--- config.mk ---
export PLATFORM = sky130hd
export DESIGN_NAME = priority_round_robin_switch_allocator
export DESIGN_NICKNAME = d
export VERILOG_FILES = /design/src/design/prrsa_pkg.sv /design/src/design/prrsa_pick.sv /design/src/design/priority_round_robin_switch_allocator.sv
export SDC_FILE = /design/constraint.sdc
export NUM_CORES = 1
export LEC_CHECK = 0
export BUFFER_PORTS_ARGS = -buffer_cell sky130_fd_sc_hd__clkbuf_2
export CORE_AREA = 2 2 129 131
export DETAILED_ROUTE_END_ITERATION = 16
export DIE_AREA = 0 0 131 133
export PLACE_DENSITY = 0.86
export SETUP_SLACK_MARGIN = 0.5
export SYNTH_ARGS = -nofsm -noshare
export SYNTH_HDL_FRONTEND = slang
export SYNTH_SLANG_ARGS = --single-unit
--- constraint.sdc ---
create_clock -name i_clk -period 20.9 [get_ports i_clk]
set_input_delay 3.135 -clock i_clk [delete_from_list [all_inputs] [get_ports i_clk]]
set_output_delay 3.135 -clock i_clk [all_outputs]
set_load 0.005 [all_outputs]
--- src/design/prrsa_pkg.sv ---
// ----------------------------------------------------------------------------
// prrsa_pkg: shared types and constants of the priority round-robin allocator
// Field widths of the stream and configuration ports, register indexes and
// the one-hot sequencer state.
// ----------------------------------------------------------------------------
package prrsa_pkg;

    // Stream field widths
    localparam int REQ_W       = 64;   // request_matrix
    localparam int MASK_W      = 8;    // grant_mask
    localparam int GRANT_W     = 24;   // grant_inputs
    localparam int OUT_TDATA_W = 32;   // grant_mask + grant_inputs

    // Configuration register widths and reset values
    localparam int PRIO_TBL_W = 32;
    localparam int ACT_W      = 4;
    localparam logic [ACT_W-1:0] ACT_RESET = 4'd8;
    localparam int ACT_MIN    = 2;

    // Configuration port
    localparam int CFG_IDX_W  = 2;
    localparam int CFG_DATA_W = 32;
    localparam logic [CFG_IDX_W-1:0] REG_PRIORITY_TABLE = 2'd0;
    localparam logic [CFG_IDX_W-1:0] REG_ACTIVE_INPUTS  = 2'd1;

    // Sequencer state
    typedef enum logic [2:0] {
        S_IDLE = 3'b001,
        S_RUN  = 3'b010,
        S_DONE = 3'b100
    } t_state;

endpackage

--- src/design/prrsa_pick.sv ---
// ----------------------------------------------------------------------------
// prrsa_pick: per-output winner selection
// Picks, among the free requesting active inputs of one output, the one with
// the lowest priority number; ties go to the first input at or above the
// round-robin pointer, then wrap to the lowest index.
// ----------------------------------------------------------------------------
module prrsa_pick #(
    parameter int NUM_INPUTS = 8,
    parameter int PRIO_BITS  = 4
) (
    input  logic [NUM_INPUTS-1:0]           i_req,
    input  logic [NUM_INPUTS-1:0]           i_free,
    input  logic [NUM_INPUTS*PRIO_BITS-1:0] i_prio,   // input 0 lowest
    input  logic [$clog2(NUM_INPUTS)-1:0]   i_ptr,
    input  logic [$clog2(NUM_INPUTS):0]     i_n_eff,
    output logic                            o_found,
    output logic [$clog2(NUM_INPUTS)-1:0]   o_best
);

    localparam int IDX_BITS = $clog2(NUM_INPUTS);
    localparam int NW       = IDX_BITS + 1;
    localparam int KEY_W    = PRIO_BITS + 1 + IDX_BITS;

    always_comb begin
        logic [KEY_W-1:0]    best_key;
        logic [KEY_W-1:0]    key;
        logic [IDX_BITS-1:0] idx;
        logic                ok;
        best_key = '0;
        o_found  = 1'b0;
        o_best   = '0;
        for (int i = 0; i < NUM_INPUTS; i++) begin
            idx = IDX_BITS'(i);
            ok  = i_req[i] && i_free[i] && (NW'(i) < i_n_eff);
            // priority first, then inputs below the pointer rank last
            key = {i_prio[i*PRIO_BITS +: PRIO_BITS], (idx < i_ptr), idx};
            if (ok && (!o_found || key < best_key)) begin
                o_found  = 1'b1;
                o_best   = idx;
                best_key = key;
            end
        end
    end

endmodule

--- src/design/priority_round_robin_switch_allocator.sv ---
// ----------------------------------------------------------------------------
// priority_round_robin_switch_allocator: separable priority round-robin
// switch allocator, one output port arbitrated per cycle
//
//  channel | direction | handshake              | payload
//  --------+-----------+------------------------+------------------------------
//  s       | in        | i_s_tvalid/o_s_tready  | request_matrix[63:0]
//  m       | out       | o_m_tvalid/i_m_tready  | grant_mask[7:0], grant_inputs
//  cfg     | in        | i_cfg_valid/o_cfg_ready| index, data (write only)
//
// An item passes through the shared picker one output port at a time, since
// each output sees the inputs taken by those before it; the result is valid
// once the last output port has been arbitrated.
// The next item is accepted only after the result has been taken, so the block
// holds one item at a time.
// Reset clears the round-robin pointers, the priority table (to zero) and the
// active count (to eight). No clearing pass is needed.
// Configuration writes are always ready.
// ----------------------------------------------------------------------------
module priority_round_robin_switch_allocator #(
    parameter int NUM_INPUTS  = 8,
    parameter int NUM_OUTPUTS = 8,
    parameter int PRIO_BITS   = 4
) (
    input  logic                                i_clk,
    input  logic                                i_rst_n,
    // input stream
    input  logic                                i_s_tvalid,
    output logic                                o_s_tready,
    input  logic [prrsa_pkg::REQ_W-1:0]         i_s_tdata,   // [63:0] request_matrix
    // output stream
    output logic                                o_m_tvalid,
    input  logic                                i_m_tready,
    output logic [prrsa_pkg::OUT_TDATA_W-1:0]   o_m_tdata,   // [7:0] grant_mask,
                                                             // [31:8] grant_inputs
    // configuration writes
    input  logic                                i_cfg_valid,
    output logic                                o_cfg_ready,
    input  logic [prrsa_pkg::CFG_IDX_W-1:0]     i_cfg_index,
    input  logic [prrsa_pkg::CFG_DATA_W-1:0]    i_cfg_data
);

    localparam int IDX_BITS = $clog2(NUM_INPUTS);
    localparam int NW       = IDX_BITS + 1;
    localparam int OW       = $clog2(NUM_OUTPUTS);
    localparam int REQ_W    = prrsa_pkg::REQ_W;
    localparam int TBL_W    = prrsa_pkg::PRIO_TBL_W;
    localparam int MASK_W   = prrsa_pkg::MASK_W;
    localparam int GRANT_W  = prrsa_pkg::GRANT_W;
    localparam int ACT_W    = prrsa_pkg::ACT_W;
    localparam int RPW  = (NUM_OUTPUTS*NUM_INPUTS > REQ_W) ? NUM_OUTPUTS*NUM_INPUTS : REQ_W;
    localparam int PPW  = (NUM_INPUTS*PRIO_BITS > TBL_W) ? NUM_INPUTS*PRIO_BITS : TBL_W;
    localparam int GPW  = (NUM_OUTPUTS*IDX_BITS > GRANT_W) ? NUM_OUTPUTS*IDX_BITS : GRANT_W;
    localparam int MPW  = (NUM_OUTPUTS > MASK_W) ? NUM_OUTPUTS : MASK_W;
    localparam int CW   = (ACT_W > NW) ? ACT_W : NW;

    prrsa_pkg::t_state r_state, n_state;

    logic [REQ_W-1:0]       r_req;
    logic [TBL_W-1:0]       r_prio_table;
    logic [ACT_W-1:0]       r_active;
    logic [OW-1:0]          r_out_idx;
    logic [NUM_INPUTS-1:0]  r_taken;
    logic [NUM_OUTPUTS-1:0] r_gvalid;
    logic [IDX_BITS-1:0]    r_gidx [NUM_OUTPUTS];
    logic [IDX_BITS-1:0]    r_ptr  [NUM_OUTPUTS];

    logic s_accept, m_accept, cfg_accept, last_out;
    logic [RPW-1:0]         req_pad;
    logic [NUM_INPUTS-1:0]  req_rows [NUM_OUTPUTS];
    logic [PPW-1:0]         prio_pad;
    logic [CW-1:0]          act_ext;
    logic [NW-1:0]          n_eff;
    logic                   pick_found;
    logic [IDX_BITS-1:0]    pick_best;
    logic [NW-1:0]          best_inc;
    logic [IDX_BITS-1:0]    next_ptr;
    logic [NUM_OUTPUTS*IDX_BITS-1:0] gidx_flat;
    logic [GPW-1:0]         gidx_pad;
    logic [MPW-1:0]         gmask_pad;

    assign o_s_tready  = (r_state == prrsa_pkg::S_IDLE);
    assign o_m_tvalid  = (r_state == prrsa_pkg::S_DONE);
    assign o_cfg_ready = 1'b1;
    assign s_accept    = i_s_tvalid && o_s_tready;
    assign m_accept    = o_m_tvalid && i_m_tready;
    assign cfg_accept  = i_cfg_valid && o_cfg_ready;
    assign last_out    = (r_out_idx == OW'(NUM_OUTPUTS - 1));

    // Request groups beyond the field read as zero
    assign req_pad  = RPW'(r_req);
    assign prio_pad = PPW'(r_prio_table);

    for (genvar o = 0; o < NUM_OUTPUTS; o++) begin : g_rows
        assign req_rows[o] = req_pad[o*NUM_INPUTS +: NUM_INPUTS];
        assign gidx_flat[o*IDX_BITS +: IDX_BITS] = r_gidx[o];
    end

    // Clamp the active count into [2, NUM_INPUTS]
    always_comb begin
        act_ext = CW'(r_active);
        if (act_ext < CW'(prrsa_pkg::ACT_MIN)) begin
            n_eff = NW'(prrsa_pkg::ACT_MIN);
        end else if (act_ext > CW'(NUM_INPUTS)) begin
            n_eff = NW'(NUM_INPUTS);
        end else begin
            n_eff = NW'(act_ext);
        end
    end

    prrsa_pick #(
        .NUM_INPUTS (NUM_INPUTS),
        .PRIO_BITS  (PRIO_BITS)
    ) u_pick (
        .i_req   (req_rows[r_out_idx]),
        .i_free  (~r_taken),
        .i_prio  (prio_pad[NUM_INPUTS*PRIO_BITS-1:0]),
        .i_ptr   (r_ptr[r_out_idx]),
        .i_n_eff (n_eff),
        .o_found (pick_found),
        .o_best  (pick_best)
    );

    // Advance to winner + 1, wrapping at the active count
    assign best_inc = NW'(pick_best) + NW'(1);
    assign next_ptr = (best_inc == n_eff) ? '0 : IDX_BITS'(best_inc);

    always_comb begin
        n_state = r_state;
        unique case (r_state)
            prrsa_pkg::S_IDLE: if (s_accept) n_state = prrsa_pkg::S_RUN;
            prrsa_pkg::S_RUN:  if (last_out) n_state = prrsa_pkg::S_DONE;
            prrsa_pkg::S_DONE: if (m_accept) n_state = prrsa_pkg::S_IDLE;
            default:           n_state = prrsa_pkg::S_IDLE;
        endcase
    end

    always_ff @(posedge i_clk) begin
        if (!i_rst_n) begin
            r_state      <= prrsa_pkg::S_IDLE;
            r_prio_table <= '0;
            r_active     <= prrsa_pkg::ACT_RESET;
            r_out_idx    <= '0;
            r_taken      <= '0;
            r_gvalid     <= '0;
            for (int o = 0; o < NUM_OUTPUTS; o++) begin
                r_ptr[o] <= '0;
            end
        end else begin
            r_state <= n_state;
            if (cfg_accept) begin
                unique case (i_cfg_index)
                    prrsa_pkg::REG_PRIORITY_TABLE: r_prio_table <= i_cfg_data[TBL_W-1:0];
                    prrsa_pkg::REG_ACTIVE_INPUTS:  r_active     <= i_cfg_data[ACT_W-1:0];
                    default: ;
                endcase
            end
            if (s_accept) begin
                r_out_idx <= '0;
                r_taken   <= '0;
                r_gvalid  <= '0;
            end else if (r_state == prrsa_pkg::S_RUN) begin
                r_out_idx <= last_out ? '0 : r_out_idx + OW'(1);
                if (pick_found) begin
                    r_taken[pick_best]  <= 1'b1;
                    r_gvalid[r_out_idx] <= 1'b1;
                    r_ptr[r_out_idx]    <= next_ptr;
                end
            end
        end
    end

    // Payload: request word and winner indexes
    always_ff @(posedge i_clk) begin
        if (s_accept) begin
            r_req <= i_s_tdata;
            for (int o = 0; o < NUM_OUTPUTS; o++) begin
                r_gidx[o] <= '0;
            end
        end else if (r_state == prrsa_pkg::S_RUN && pick_found) begin
            r_gidx[r_out_idx] <= pick_best;
        end
    end

    assign gidx_pad  = GPW'(gidx_flat);
    assign gmask_pad = MPW'(r_gvalid);
    assign o_m_tdata = {gidx_pad[GRANT_W-1:0], gmask_pad[MASK_W-1:0]};

    // Checks
    a_one_item: assert property (@(posedge i_clk) disable iff (!i_rst_n)
        !(o_s_tready && o_m_tvalid))
        else $error("input ready while a result is pending");

    a_start: assert property (@(posedge i_clk) disable iff (!i_rst_n)
        s_accept |=> (r_state == prrsa_pkg::S_RUN) && (r_out_idx == '0) && (r_taken == '0))
        else $error("round did not start at output zero with all inputs free");

    a_finish: assert property (@(posedge i_clk) disable iff (!i_rst_n)
        (r_state == prrsa_pkg::S_RUN) && last_out |=> o_m_tvalid)
        else $error("result not presented after last output");

    a_match: assert property (@(posedge i_clk) disable iff (!i_rst_n)
        $countones(r_taken) == $countones(r_gvalid))
        else $error("granted inputs and granted outputs differ in count");

    a_pick_range: assert property (@(posedge i_clk) disable iff (!i_rst_n)
        (r_state == prrsa_pkg::S_RUN) && pick_found |-> (NW'(pick_best) < n_eff))
        else $error("winner outside the active inputs");

endmodule

==> results.txt <==
The run finished with clean final reports. The number of ports placed on the die boundary came out at 138. The number of H-tree levels came out at 4. For this design, the CTS-stage hold fixing added 0 buffers. The largest family of logic cells by synthesized area is simple AND/OR/NAND/NOR gates. The number of buffer cells added on primary ports is 136. The routed layout has 6,804 vias.

Routability-driven placement finished with a final weighted congestion of 0.957. The final core area utilization came out at 62.5%. The fraction of synthesized cell area in xor and xnor cells is 0%.

The number of global-route vias before repair came out at 6,564. The area of the core region came out at 0.0162 mm2. The buffer depth of the longest clock path is 2.

The global-route usage over all layers is 23.4%. The leakage component of the power came out at 3.90 nW. The routed design has 19,600 um of wire. The dominant synthesized flop cell is edfxtp_1. The minimum setup slack in the final design came out at 5290 ps.

The peak per-stage delay on the critical path is 940 ps. The share of cell area taken by muxes after synthesis came out at 8.04%. The top fanout value on the critical path came out at 29.

The net count after synthesis came out at 971. Before CTS, the worst setup slack after placement is 5600 ps. During synthesis, Yosys emitted a total of 0 warnings. The setup slack on the worst flop-to-flop path came out at 5290 ps. The total die area came out at 0.0174 mm2. The tightest min-delay check is of the register to register type. The cell area reported after detailed placement came out at 0.00952 mm2. The element type at the critical path start is a register. The number of clock sinks is 173.

The number of instances in the synthesized netlist came out at 836. The final worst clock skew came out at 9.22 ps. The worst hold slack came out at 446 ps. The simple-gate share of the synthesized area came out at 15.6%. By startpoint and endpoint, the worst setup path is classified as register to register. Setup repair after global routing left no endpoint under its margin. The worst path arrival time came out at 15,820 ps. The async set-or-reset flop fraction in the synthesized netlist came out at 0%. Compared with the post-synthesis result, the final layout area differs by 15.9%. The total count of hold-check failures in the final report was 0. In this run, CTS created clock tree buffers numbering 17.

In the final layout, the share of cells above drive strength 1 is 21.0%. The synthesized netlist devotes 15.5% of its cell area to compound gates. The count of flip-flops with a built-in enable after synthesis came out at 112. By instance count, the cell type seen most on the critical path is a21oi_1.

The mean post-synth cell area came out at 10.4 um2. The achievable frequency is 64.1 MHz. The number of synthesized register bits came out at 173. The violation count after the first detailed-route iteration came out at 528.

The die outline height came out at 133 um. The worst slew slack as a fraction of its limit is 19.7%. After legalization and detailed placement, the total HPWL measured 14,400 um. The fill cell total of the finished layout came out at 1,255. The total negative setup slack came out at 0 ps.

The fraction of the mapped netlist area in adder cells is 4.59%. The placed instance count is 1,150. The initial utilization of the core area, before any placement, comes to 54.0%. Data on the critical path is required at its endpoint by 21,110 ps.

For the worst-skew pair, the clock arrives at the later sink with an insertion delay of 430 ps. For this design, the slowest cell found on the critical path is o21ai_0. The worst supply voltage drop on vdd is 69.2 uV.

0 antenna diodes ended up in the layout. The detailed-route vias per instance came out at 5.76. The part of the Yosys area used for sequential elements is 52.5%. The number of buffers inserted by post-CTS setup repair is 0. STA classifies the critical path endpoint as a register. The post-CTS resize count came out at 0. After the last flow step, the layout net total stands at 1,084.

The final number of setup-violating endpoints came out at 0. For this run, design rule violations remaining after detail routing come to 0. The final count of pins violating max slew came out at 0.

Once layout is complete, the cells apart from fillers number 1,181. The minimum clock period is 15,610 ps. The overflow left after global routing came out at 0.

The average routed wire per standard cell is 16.6 um. The clock-pin slew on the worst setup and hold paths came out at 60 ps. The iteration count of the initial detailed-routing pass is 5. In this run the core area contains 47 standard-cell rows.

The combined area of all synthesized cells came out at 0.00873 mm2. The number of distinct library cells after synthesis came out at 69. TritonCTS built the clock tree. The number of nets still failing antenna checks after routing came out at 0. The final clock period utilization by the worst path came out at 74.7%. The number of antenna violations at the first check in global routing is 0. The worst-margin pin slew came out at 1190 ps. The power density of the placed cells is 85.1 mW/mm2. The post-route total power is 0.861 mW. The first global-routing pass estimated 31,900 um of wire.

The largest net degree at the start of global routing came out at 65. In this run the clock root is driven by a clkbuf_16. The finished layout cell area came out at 0.0101 mm2. In this run the horizontal extent of the chip is 131 um. The max-cap check violation count came out at 0.
-- critical path, delay by kind of cell (launching register included) --
kind | cells | cell delay [ps]
muxes | 2 | 680
adders and majority gates | 7 | 2010
DFF | 1 | 300
and+or+nand+nor | 11 | 2460
buffers and inverters | 3 | 600
AOI/OAI and AO/OA | 44 | 9290
-- metal layers --
layer	GRT usage, %	up-vias	share of wire (%)
li1	-	3271	-
met1	30.6	3212	42
met5	0	-	0
met2	38.2	273	49
met4	9.16	0	2.7
met3	4.89	48	6.3
-- cells in the final DEF (no fill, tap or decap), types with 7 or more instances in the layout --
cell and count:
clkbuf_2 136, nand2_1 128, edfxtp_1 112, nor2_1 76
dfxtp_1 61, a21oi_1 56, mux2i_1 42, a21boi_0 32
ha_1 32, o21ai_0 25, inv_1 22, clkbuf_16 17
nand2b_1 13, nor3_1 13, a31oi_1 12, mux4_2 11
nand3_1 11, and2_1 10, o21a_1 10, a21o_1 8
buf_4 8, nor2b_1 7
-- where the power goes --
group	internal (mW)	leakage [nW]	total [mW]	switching, mW
combinational	0.0537	2.03	0.152	0.0979
clock	0.188	0.280	0.320	0.132
sequential	0.382	1.59	0.389	0.00700
-- flip-flops by register name (all words and copies together), names as in the netlist, named ones only --
name / cells
act_ext: 4
r_req: 64
r_out_idx: 3
r_taken: 8
r_gidx: 24
gmask_pad: 8
prio_pad: 32
r_state: 3
r_ptr: 24
-- final cells by class --
cell class                      instances  area [um2]  share of cell area, %
Sequential cell                       173        4580                   45.3
Multi-Input combinational cell        589        3830                   37.8
Timing Repair Buffer                  144         741                   7.32
Clock buffer                           18         429                   4.24
Tap cell                              220         275                   2.72
Clock inverter                         13         166                   1.65
Inverter                               24        90.1                  0.891
-- cells in the mapped netlist, types with 7 or more instances --
master | n | area [um2]
nand2_1 | 128 | 480
edfxtp_1 | 112 | 3360
nor2_1 | 76 | 285
dfxtp_1 | 61 | 1220
a21oi_1 | 56 | 280
mux2i_1 | 42 | 420
a21boi_0 | 32 | 240
clkbuf_1 | 32 | 120
ha_1 | 32 | 400
o21ai_0 | 25 | 125
inv_1 | 23 | 86.3
nand2b_1 | 13 | 81.3
nor3_1 | 13 | 65.1
a31oi_1 | 12 | 75.1
mux4_2 | 11 | 248
nand3_1 | 11 | 55.1
and2_1 | 10 | 62.6
o21a_1 | 10 | 75.1
a21o_1 | 8 | 60.1
buf_2 | 7 | 35.0
nor2b_1 | 7 | 43.8
nor3b_1 | 7 | 52.6
-- logic make-up after synthesis --
family	after synthesis
fa+ha+maj	32
compound gates	201
other cells	1
buf+inv	74
flops	173
mux	56
simple gates	299
-- final timing paths --
kind / startpoint / to / depth (start not counted)
worst max-delay path: r_out_idx[0]$_SDFFE_PP0N_ / r_ptr[7][2]$_SDFFCE_PN0P_ / 67
worst min-delay path: gmask_pad[0]$_SDFFE_PP0P_ / gmask_pad[0]$_SDFFE_PP0P_ / 2
worst max register to register: r_out_idx[0]$_SDFFE_PP0N_ / r_ptr[7][2]$_SDFFCE_PN0P_ / 67
worst min register to register: gmask_pad[0]$_SDFFE_PP0P_ / gmask_pad[0]$_SDFFE_PP0P_ / 2
(Power assumes the default switching activity.)
